--- config.mk ---
export PLATFORM = sky130hd
export DESIGN_NAME = bit_run_pulse_pair_encoder
export DESIGN_NICKNAME = d
export VERILOG_FILES = /design/src/sv/brppe_pkg.sv /design/src/sv/bit_run_pulse_pair_encoder.sv
export SDC_FILE = /design/constraint.sdc
export NUM_CORES = 1
export LEC_CHECK = 0
export ABC_AREA = 1
export BUFFER_PORTS_ARGS = -buffer_cell sky130_fd_sc_hd__buf_2
export CAP_MARGIN = 5
export CORE_MARGIN = 2
export CORE_UTILIZATION = 43
export DETAILED_ROUTE_END_ITERATION = 12
export GPL_TIMING_DRIVEN = 1
export PLACE_DENSITY_LB_ADDON = 0.25
export SYNTH_ARGS = -nofsm -noshare
export SYNTH_HDL_FRONTEND = slang
export SYNTH_SLANG_ARGS = --single-unit
--- constraint.sdc ---
create_clock -name i_clk -period 10.7 [get_ports i_clk]
set_input_delay 2.14 -clock i_clk [delete_from_list [all_inputs] [get_ports i_clk]]
set_output_delay 2.14 -clock i_clk [all_outputs]
set_load 0.02 [all_outputs]
--- src/sv/brppe_pkg.sv ---
// ---------------------------------------------------------------------------
// brppe_pkg
// Shared types and constants for the bit run pulse pair encoder.
// ---------------------------------------------------------------------------
package brppe_pkg;

    // Tick rate and duration field width.
    localparam int unsigned TICKS_PER_US  = 1;
    localparam int unsigned DURATION_BITS = 15;
    localparam int unsigned TE_BITS       = 16;

    // Width of one run increment (te_us times the tick rate).
    localparam int unsigned INC_BITS = TE_BITS + $clog2(TICKS_PER_US + 1);
    // Width of the sum before saturation.
    localparam int unsigned SUM_BITS =
        ((INC_BITS > DURATION_BITS) ? INC_BITS : DURATION_BITS) + 1;

    localparam logic [DURATION_BITS-1:0] DUR_MAX = '1;
    localparam logic [TE_BITS-1:0]       TE_RESET = TE_BITS'(100);

    // Result buffer depth.
    localparam int unsigned BUF_DEPTH = 4;
    localparam int unsigned BUF_AW    = $clog2(BUF_DEPTH);

    // One pulse item.
    typedef struct packed {
        logic                     block_end;
        logic [DURATION_BITS-1:0] duration_second;
        logic                     level_second;
        logic [DURATION_BITS-1:0] duration_first;
        logic                     level_first;
    } t_pulse_item;

endpackage

--- src/sv/bit_run_pulse_pair_encoder.sv ---
// Result items are written into a four-entry result buffer and offered from it in order.
// Throughput: one bit per cycle unless input is held off; a bit that closes a pair and
// ends its block yields two items, which leave one per cycle while i_m_axis_tready is high.
// Input is held off only while fewer than two buffer entries are free.
// Reset (i_rst_n low, synchronous) clears the run state and the buffer and sets te_us to 100.
// ---------------------------------------------------------------------------
// bit_run_pulse_pair_encoder
// Merges runs of equal bits into timed levels and pairs them into pulse items.
// ---------------------------------------------------------------------------
module bit_run_pulse_pair_encoder
    import brppe_pkg::*;
(
    input  logic        i_clk,
    input  logic        i_rst_n,
    // Configuration write channel: te_us.
    input  logic        i_cfg_valid,
    output logic        o_cfg_ready,
    input  logic [15:0] i_cfg_data,
    // Input bits.
    input  logic        i_s_axis_tvalid,
    output logic        o_s_axis_tready,
    input  logic [7:0]  i_s_axis_tdata,   // [0] bit_value, [7:1] zero
    input  logic        i_s_axis_tlast,   // block_last
    // Pulse items.
    output logic        o_m_axis_tvalid,
    input  logic        i_m_axis_tready,
    output logic [31:0] o_m_axis_tdata,   // [0] level_first, [15:1] duration_first,
                                          // [16] level_second, [31:17] duration_second
    output logic        o_m_axis_tlast    // block_end
);

    // Run and pairing state.
    logic                     r_run_open, n_run_open;
    logic                     r_run_level, n_run_level;
    logic [DURATION_BITS-1:0] r_run_ticks, n_run_ticks;
    logic                     r_half_held, n_half_held;
    logic                     r_held_level, n_held_level;
    logic [DURATION_BITS-1:0] r_held_ticks, n_held_ticks;
    logic [TE_BITS-1:0]       r_te_us;

    // Result buffer.
    t_pulse_item              r_buf [BUF_DEPTH];
    logic [BUF_AW-1:0]        r_wr_ptr, n_wr_ptr;
    logic [BUF_AW-1:0]        r_rd_ptr, n_rd_ptr;
    logic [BUF_AW:0]          r_count, n_count;

    logic                     in_xfer;
    logic                     out_xfer;
    logic                     bit_in;
    logic                     last_in;
    logic                     new_run;
    logic [INC_BITS-1:0]      inc;
    logic [SUM_BITS-1:0]      sum;
    logic [DURATION_BITS-1:0] base_ticks;
    logic [DURATION_BITS-1:0] run_sat;
    logic                     held_mid;
    logic [1:0]               n_push;
    t_pulse_item              item_a;
    t_pulse_item              item_b;

    assign o_cfg_ready     = 1'b1;
    assign bit_in          = i_s_axis_tdata[0];
    assign last_in         = i_s_axis_tlast;
    assign o_s_axis_tready = (r_count <= (BUF_AW+1)'(BUF_DEPTH - 2));
    assign in_xfer         = i_s_axis_tvalid && o_s_axis_tready;
    assign o_m_axis_tvalid = (r_count != '0);
    assign out_xfer        = o_m_axis_tvalid && i_m_axis_tready;
    assign o_m_axis_tdata  = {r_buf[r_rd_ptr].duration_second,
                              r_buf[r_rd_ptr].level_second,
                              r_buf[r_rd_ptr].duration_first,
                              r_buf[r_rd_ptr].level_first};
    assign o_m_axis_tlast  = r_buf[r_rd_ptr].block_end;

    // Saturating run accumulation.
    assign inc = INC_BITS'(r_te_us * TICKS_PER_US);

    always_comb begin
        new_run    = !r_run_open || (bit_in != r_run_level);
        base_ticks = new_run ? '0 : r_run_ticks;
        sum        = SUM_BITS'(base_ticks) + SUM_BITS'(inc);
        run_sat    = (sum > SUM_BITS'(DUR_MAX)) ? DUR_MAX : sum[DURATION_BITS-1:0];
    end

    // Run closing and pairing for one bit.
    always_comb begin
        n_run_open   = r_run_open;
        n_run_level  = r_run_level;
        n_run_ticks  = r_run_ticks;
        n_half_held  = r_half_held;
        n_held_level = r_held_level;
        n_held_ticks = r_held_ticks;
        n_push       = 2'd0;
        item_a       = '0;
        item_b       = '0;
        held_mid     = r_half_held;

        if (in_xfer) begin
            // A level change closes the open run.
            if (r_run_open && (bit_in != r_run_level)) begin
                if (r_half_held) begin
                    item_a = '{block_end: 1'b0, duration_second: r_run_ticks,
                               level_second: r_run_level, duration_first: r_held_ticks,
                               level_first: r_held_level};
                    n_push   = 2'd1;
                    held_mid = 1'b0;
                end else begin
                    n_held_level = r_run_level;
                    n_held_ticks = r_run_ticks;
                    held_mid     = 1'b1;
                end
            end
            n_half_held = held_mid;
            n_run_open  = 1'b1;
            n_run_level = bit_in;
            n_run_ticks = run_sat;

            // Block end closes the current run and flushes any unpaired half.
            if (last_in) begin
                n_run_open  = 1'b0;
                n_half_held = 1'b0;
                if (held_mid) begin
                    item_b = '{block_end: 1'b1, duration_second: run_sat,
                               level_second: bit_in, duration_first: n_held_ticks,
                               level_first: n_held_level};
                end else begin
                    item_b = '{block_end: 1'b1, duration_second: '0,
                               level_second: 1'b0, duration_first: run_sat,
                               level_first: bit_in};
                end
                if (n_push == 2'd1) begin
                    n_push = 2'd2;
                end else begin
                    item_a = item_b;
                    n_push = 2'd1;
                end
            end
        end
    end

    // Buffer pointer and fill count.
    always_comb begin
        n_wr_ptr = r_wr_ptr + BUF_AW'(n_push);
        n_rd_ptr = r_rd_ptr + BUF_AW'(out_xfer);
        n_count  = r_count + (BUF_AW+1)'(n_push) - (BUF_AW+1)'(out_xfer);
    end

    // State, configuration and buffer control.
    always_ff @(posedge i_clk) begin
        if (!i_rst_n) begin
            r_run_open   <= 1'b0;
            r_run_level  <= 1'b0;
            r_run_ticks  <= '0;
            r_half_held  <= 1'b0;
            r_held_level <= 1'b0;
            r_held_ticks <= '0;
            r_te_us      <= TE_RESET;
            r_wr_ptr     <= '0;
            r_rd_ptr     <= '0;
            r_count      <= '0;
        end else begin
            r_run_open   <= n_run_open;
            r_run_level  <= n_run_level;
            r_run_ticks  <= n_run_ticks;
            r_half_held  <= n_half_held;
            r_held_level <= n_held_level;
            r_held_ticks <= n_held_ticks;
            r_wr_ptr     <= n_wr_ptr;
            r_rd_ptr     <= n_rd_ptr;
            r_count      <= n_count;
            if (i_cfg_valid && o_cfg_ready) begin
                r_te_us <= i_cfg_data;
            end
        end
    end

    // Buffer payload, no reset needed.
    always_ff @(posedge i_clk) begin
        if (n_push != 2'd0) begin
            r_buf[r_wr_ptr] <= item_a;
        end
        if (n_push == 2'd2) begin
            r_buf[r_wr_ptr + BUF_AW'(1)] <= item_b;
        end
    end

endmodule

* Word-level counts from Yosys, hierarchy flattened
Memory sizes are Yosys's and may differ from the RTL's. A register that Yosys moved wholly into a read port is not among the register bits. Index checks and enable logic that the tools add are counted.
Word-level totals: bits in registers 57, RAM bits 132, input port bits 30, output and inout port bits 36, word-level logic and storage cells 59, memories 1
Cells by class: add/subtract/negate cells 6, order comparisons 2, eq/ne operators 3, mux-type cells 30, reduce and logical (&&, ||, !) cells 7
Memories:
- r_buf | depth 4, bits a word 33, rd ports 1, clocked after Yosys merged registers in 1, write ports 2, line bit_run_pulse_pair_encoder.sv:42 | t_pulse_item r_buf [BUF_DEPTH];
Operators with widths (number):
- 2-to-1 mux 33 bit | 5
- 2-to-1 mux 32 bit | 3
- 2-to-1 mux 15 bit | 4
- adder 15 x 16 -> 17 bit | 1
- greater-than comparator 17 x 15 -> 1 bit, second input constant | 1
- 2-to-1 mux 1 bit | 13
- 2-to-1 mux 2 bit | 5
- adder 3 x 2 -> 3 bit | 1
- <= comparator 3 x 2 -> 1 bit, second input constant | 1
- logical AND 1 bit | 3
- nonzero test 3 bit | 1
- subtractor 3 x 1 -> 3 bit | 1
- adder 2 x 1 -> 2 bit | 1
- adder 2 x 1 -> 2 bit, second input constant | 1
- adder 2 bit | 1
- == test 2 x 1 -> 1 bit, second input constant | 1
- == test 2 bit, second input constant | 1
- nonzero test 2 bit | 1
- zero test 1 bit | 1
- logical OR 1 bit | 1
- inequality test 1 bit | 1

* Logic depth before layout (Yosys ltp)
depth after elaboration 11, mapped depth 22, gate-level depth less buffers 21

* Worst setup path after synthesis
Ideal clock, no wire load.
kind input to register, start point input port i_s_axis_tdata[0], end point memory r_buf[0][0] in the netlist's numbering (enable), arrival 5.579 ns, required time 10.231 ns, path slack 4.652 ns, cell stages on the path 9, path through xor2_1 -> nand2_1 -> inv_1 -> ha_1 -> inv_1 -> ha_1 -> nor2_2 -> nor2_1 -> o21ai_0
RTL lines:
- from (decl) | line bit_run_pulse_pair_encoder.sv:22 | input logic [7:0] i_s_axis_tdata,
- to (decl) | line bit_run_pulse_pair_encoder.sv:42

==> impl_metrics.ini <==
[floorplanning]
fp.coreArea_um2 = 26100
die_footprint_um2 = 28100
die-height_um = 168
initial_utilization_pct = 44.0
placement_rows = 59
dieWidth_um = 168
io-pin-count = 66

[power_and_ir_drop]
leakagePower_nw = 5.14
combinationalPowerShare_pct = 36.0
p_sw_share_pct = 39.9
powerDensity_nw_per_um2 = 192
power.clock.fraction_pct = 26.4
vdd_drop_max_mv = 0.0939
fin_total_pwr_w = 0.00241
total_switching_power_w = 0.000960
cell_internal_pwr_w = 0.00145
share_seq_of_total_power_pct = 37.5

[critical_path]
critPathMaxFanout = 40
critPathArrivalTime_ns = 5.32
crit_path_max_incr_delay_ns = 0.47
cp_cell_sequence = buf_2 -> xor2_1 -> nand2_1 -> inv_1 -> ha_1 -> inv_1 -> ha_1 -> nor2_2 -> nor2_1 -> inv_2 -> nor2_2 -> buf_4 -> inv_2 -> o21ai_4 -> buf_4
critical_path_class = in2reg
worst_setup_path_end_kind = flip-flop
cp_slowest_cell = sky130_fd_sc_hd__buf_4
critPathLaunchType = input pin
required_ns = 10.78

[synth]
dominantRegCellSynth = sky130_fd_sc_hd__edfxtp_1
synth_top_family_by_area = simple AND/OR/NAND/NOR gates
synthesis.instances = 1474
postSynthNetCount = 1529
synth-adder-area-share_pct = 2.85
synth_xor_area_share_pct = 0.837
avgSynthCellArea_um2 = 7.81
yosys-top-cells-area = sky130_fd_sc_hd__edfxtp_1 34%, sky130_fd_sc_hd__nand2_1 11%, sky130_fd_sc_hd__dfxtp_1 9.9%, sky130_fd_sc_hd__nand3_1 6.1%, sky130_fd_sc_hd__o21ai_0 6.0%
ys_async_sr_fraction_pct = 0
synth.top_cells.by_count = 342 x sky130_fd_sc_hd__nand2_1, 146 x sky130_fd_sc_hd__nor2_1, 141 x sky130_fd_sc_hd__nand3_1
synth-warning-count = 0
synth.most_common_cell = sky130_fd_sc_hd__nand2_1
post_synthesis_cell_area_um2 = 11500
synth.lib_cells_used.distinct = 43
synth_seq_cells = 189
synth_simple_gate_area_share_pct = 28.5
synth_compound_area_share_pct = 15.2
sequential_element_share_of_the_synthesized_area_pct = 44.4
yosysTopAreaCell = sky130_fd_sc_hd__edfxtp_1
synthDominantCellAreaShare_pct = 34.4
synth-edff-count = 132
synthMuxAreaShare_pct = 0.0870

[route]
drc = 0
routed_via_density = 5.47
finalWirelength_mm = 32.0
route.vias.total = 9993
routedWlPerCell_um = 17.5
antenna_left = 0
firstDrtPassIters = 6
drt_iter0_drc = 838

[clock_tree]
cts.repair.resized = 0
cts_setup_buffers = 0
clk_root_buffer_cell = sky130_fd_sc_hd__clkbuf_16
tritoncts = built
cts-root-to-sink-buffers = 2
clk_transition_reported_paths_ns = 0.07
postCtsHoldBufs = 0
numCtsBuffers = 17
htreeDepth = 4
insertion_delay_ns = 0.44
clock_sink_count = 189

[timing]
fin_setup_tns_ns = 0
finClkSkew_ns = 0.00923
timing.final.crit_period_ns = 5.24
fin_hold_ws_ns = 0.472
final_critical_path_setup_slack_ns = 5.46
slew_violations = 0
setup_viol = 0
maximum_clock_frequency_mhz = 191
timing.slew.headroom_pct = 35.2
finalHoldViolCount = 0
transition_at_the_pin_with_the_smallest_max_transition_slack_ns = 0.972
final_min_period_over_clock_period_pct = 49.0
grt_setup_unrepaired = false

[layout]
antenna-diode-count = 0
num-nets-final = 1534
area.growth.synth_to_final_pct = 9.00
final_layout_size_suffix_gt1_share_pct = 13.9

[grt]
antenna_violations_before_repair = 1
grt_pass1_vias = 9355
grt-ovfl-total = 0
track_usage_pct = 23.1
pin_count_of_the_biggest_net_entering_global_routing = 95
wire_length_of_the_first_global_routing_pass_mm = 51.0

[worst_hold_path]
timing.hold.worst.class = reg2reg

[placed_design]
dp_hpwl_mm = 20.4
place_worst_setup_slack_ns = 5.09
io_buffer_count = 57
gp_congestion = 0.850

[flow_run]
maxCapViolCount = 0

[status]
run_status = finished, final reports clean
## layer usage
| layer | vias to the layer above | global-route usage, % | part of all wire, % |
|---|---|---|---|
| li1 | 4958 | - | - |
| met1 | 4623 | 31.0 | 44 |
| met2 | 362 | 38.9 | 47 |
| met3 | 50 | 3.95 | 6.8 |
| met4 | 0 | 6.01 | 2.1 |
| met5 | - | 0 | 0 |
## critical path: cells and delay by family
family	cells	cell delay [ns]
xor+xnor	1	0.21
buf+inv	7	1.79
compound gates	1	0.13
simple gates	4	0.45
fa+ha+maj	2	0.50
## logic make-up (layout without fill, tap and decap cells)
| family | Yosys count | after routing |
|---|---|---|
| buf+inv | 220 | 238 |
| compound gates | 316 | 316 |
| mux | 1 | 1 |
| simple gates | 711 | 711 |
| fa+ha+maj | 25 | 25 |
| flops | 189 | 189 |
| xor+xnor | 11 | 11 |
| other cells | 1 | 1 |
## through the flow
step / utilization (%) / instance area (um2) / instances
2_1_floorplan: - / 11500 / 1474
3_3_place_gp: 45.8 / 12000 / 1795
5_1_grt: 48.0 / 12500 / 1827
4_1_cts: 48.0 / 12500 / 1827
6_report: 48.0 / 12500 / 1827
3_5_place_dp: 45.8 / 12000 / 1795
## final timing paths
kind / slack (ns) / from / to / cells after the start
max reg2reg: 7.00 / r_count[1] / r_buf[2][2] / 12
min reg2reg: 0.47 / r_te_us[5] / r_te_us[5] / 2
max: 5.46 / i_s_axis_tdata[0] / r_buf[2][2] / 15
min: 0.47 / r_te_us[5] / r_te_us[5] / 2
## power by group through the flow
stage | clock, W | combinational (W) | sequential [W]
4_1_cts | 0.000645 | 0.000866 | 0.000902
6_report | 0.000636 | 0.000867 | 0.000904
3_5_place_dp | 0 | 0.000863 | 0.000918
2_1_floorplan | 0 | 0.000620 | 0.000910
5_1_grt | 0.000671 | 0.000959 | 0.000910
3_3_place_gp | 0 | 0.000851 | 0.000917
## final cells by class
cell class,count,area [um2]
fillers,2558,13600
multi-input cells,1065,5510
flip-flops and latches,189,5110
inverters,128,482
repair buffers,78,443
clock buffers,18,429
well taps,335,419
clock inverters,14,155
## state kept, by name, summed over array words and instances (netlist names)
| signal | flops |
|---|---|
| r_held_ticks | 15 |
| r_te_us | 16 |
| r_held_level | 1 |
| r_run_ticks | 15 |
| r_buf | 132 |
| r_half_held | 1 |
| r_run_open | 1 |
| r_wr_ptr | 2 |
| r_count | 3 |
| r_run_level | 1 |
| r_rd_ptr | 2 |
## placed cells by master (no fill, tap or decap), drive strengths merged, types with 34 or more instances in the layout
cell / n
a21oi: 66
buf: 78
nor2: 168
nand3: 148
o21ai: 201
nand2: 369
dfxtp: 57
o22ai: 34
inv: 131
edfxtp: 132
(Power assumes the default switching activity.)
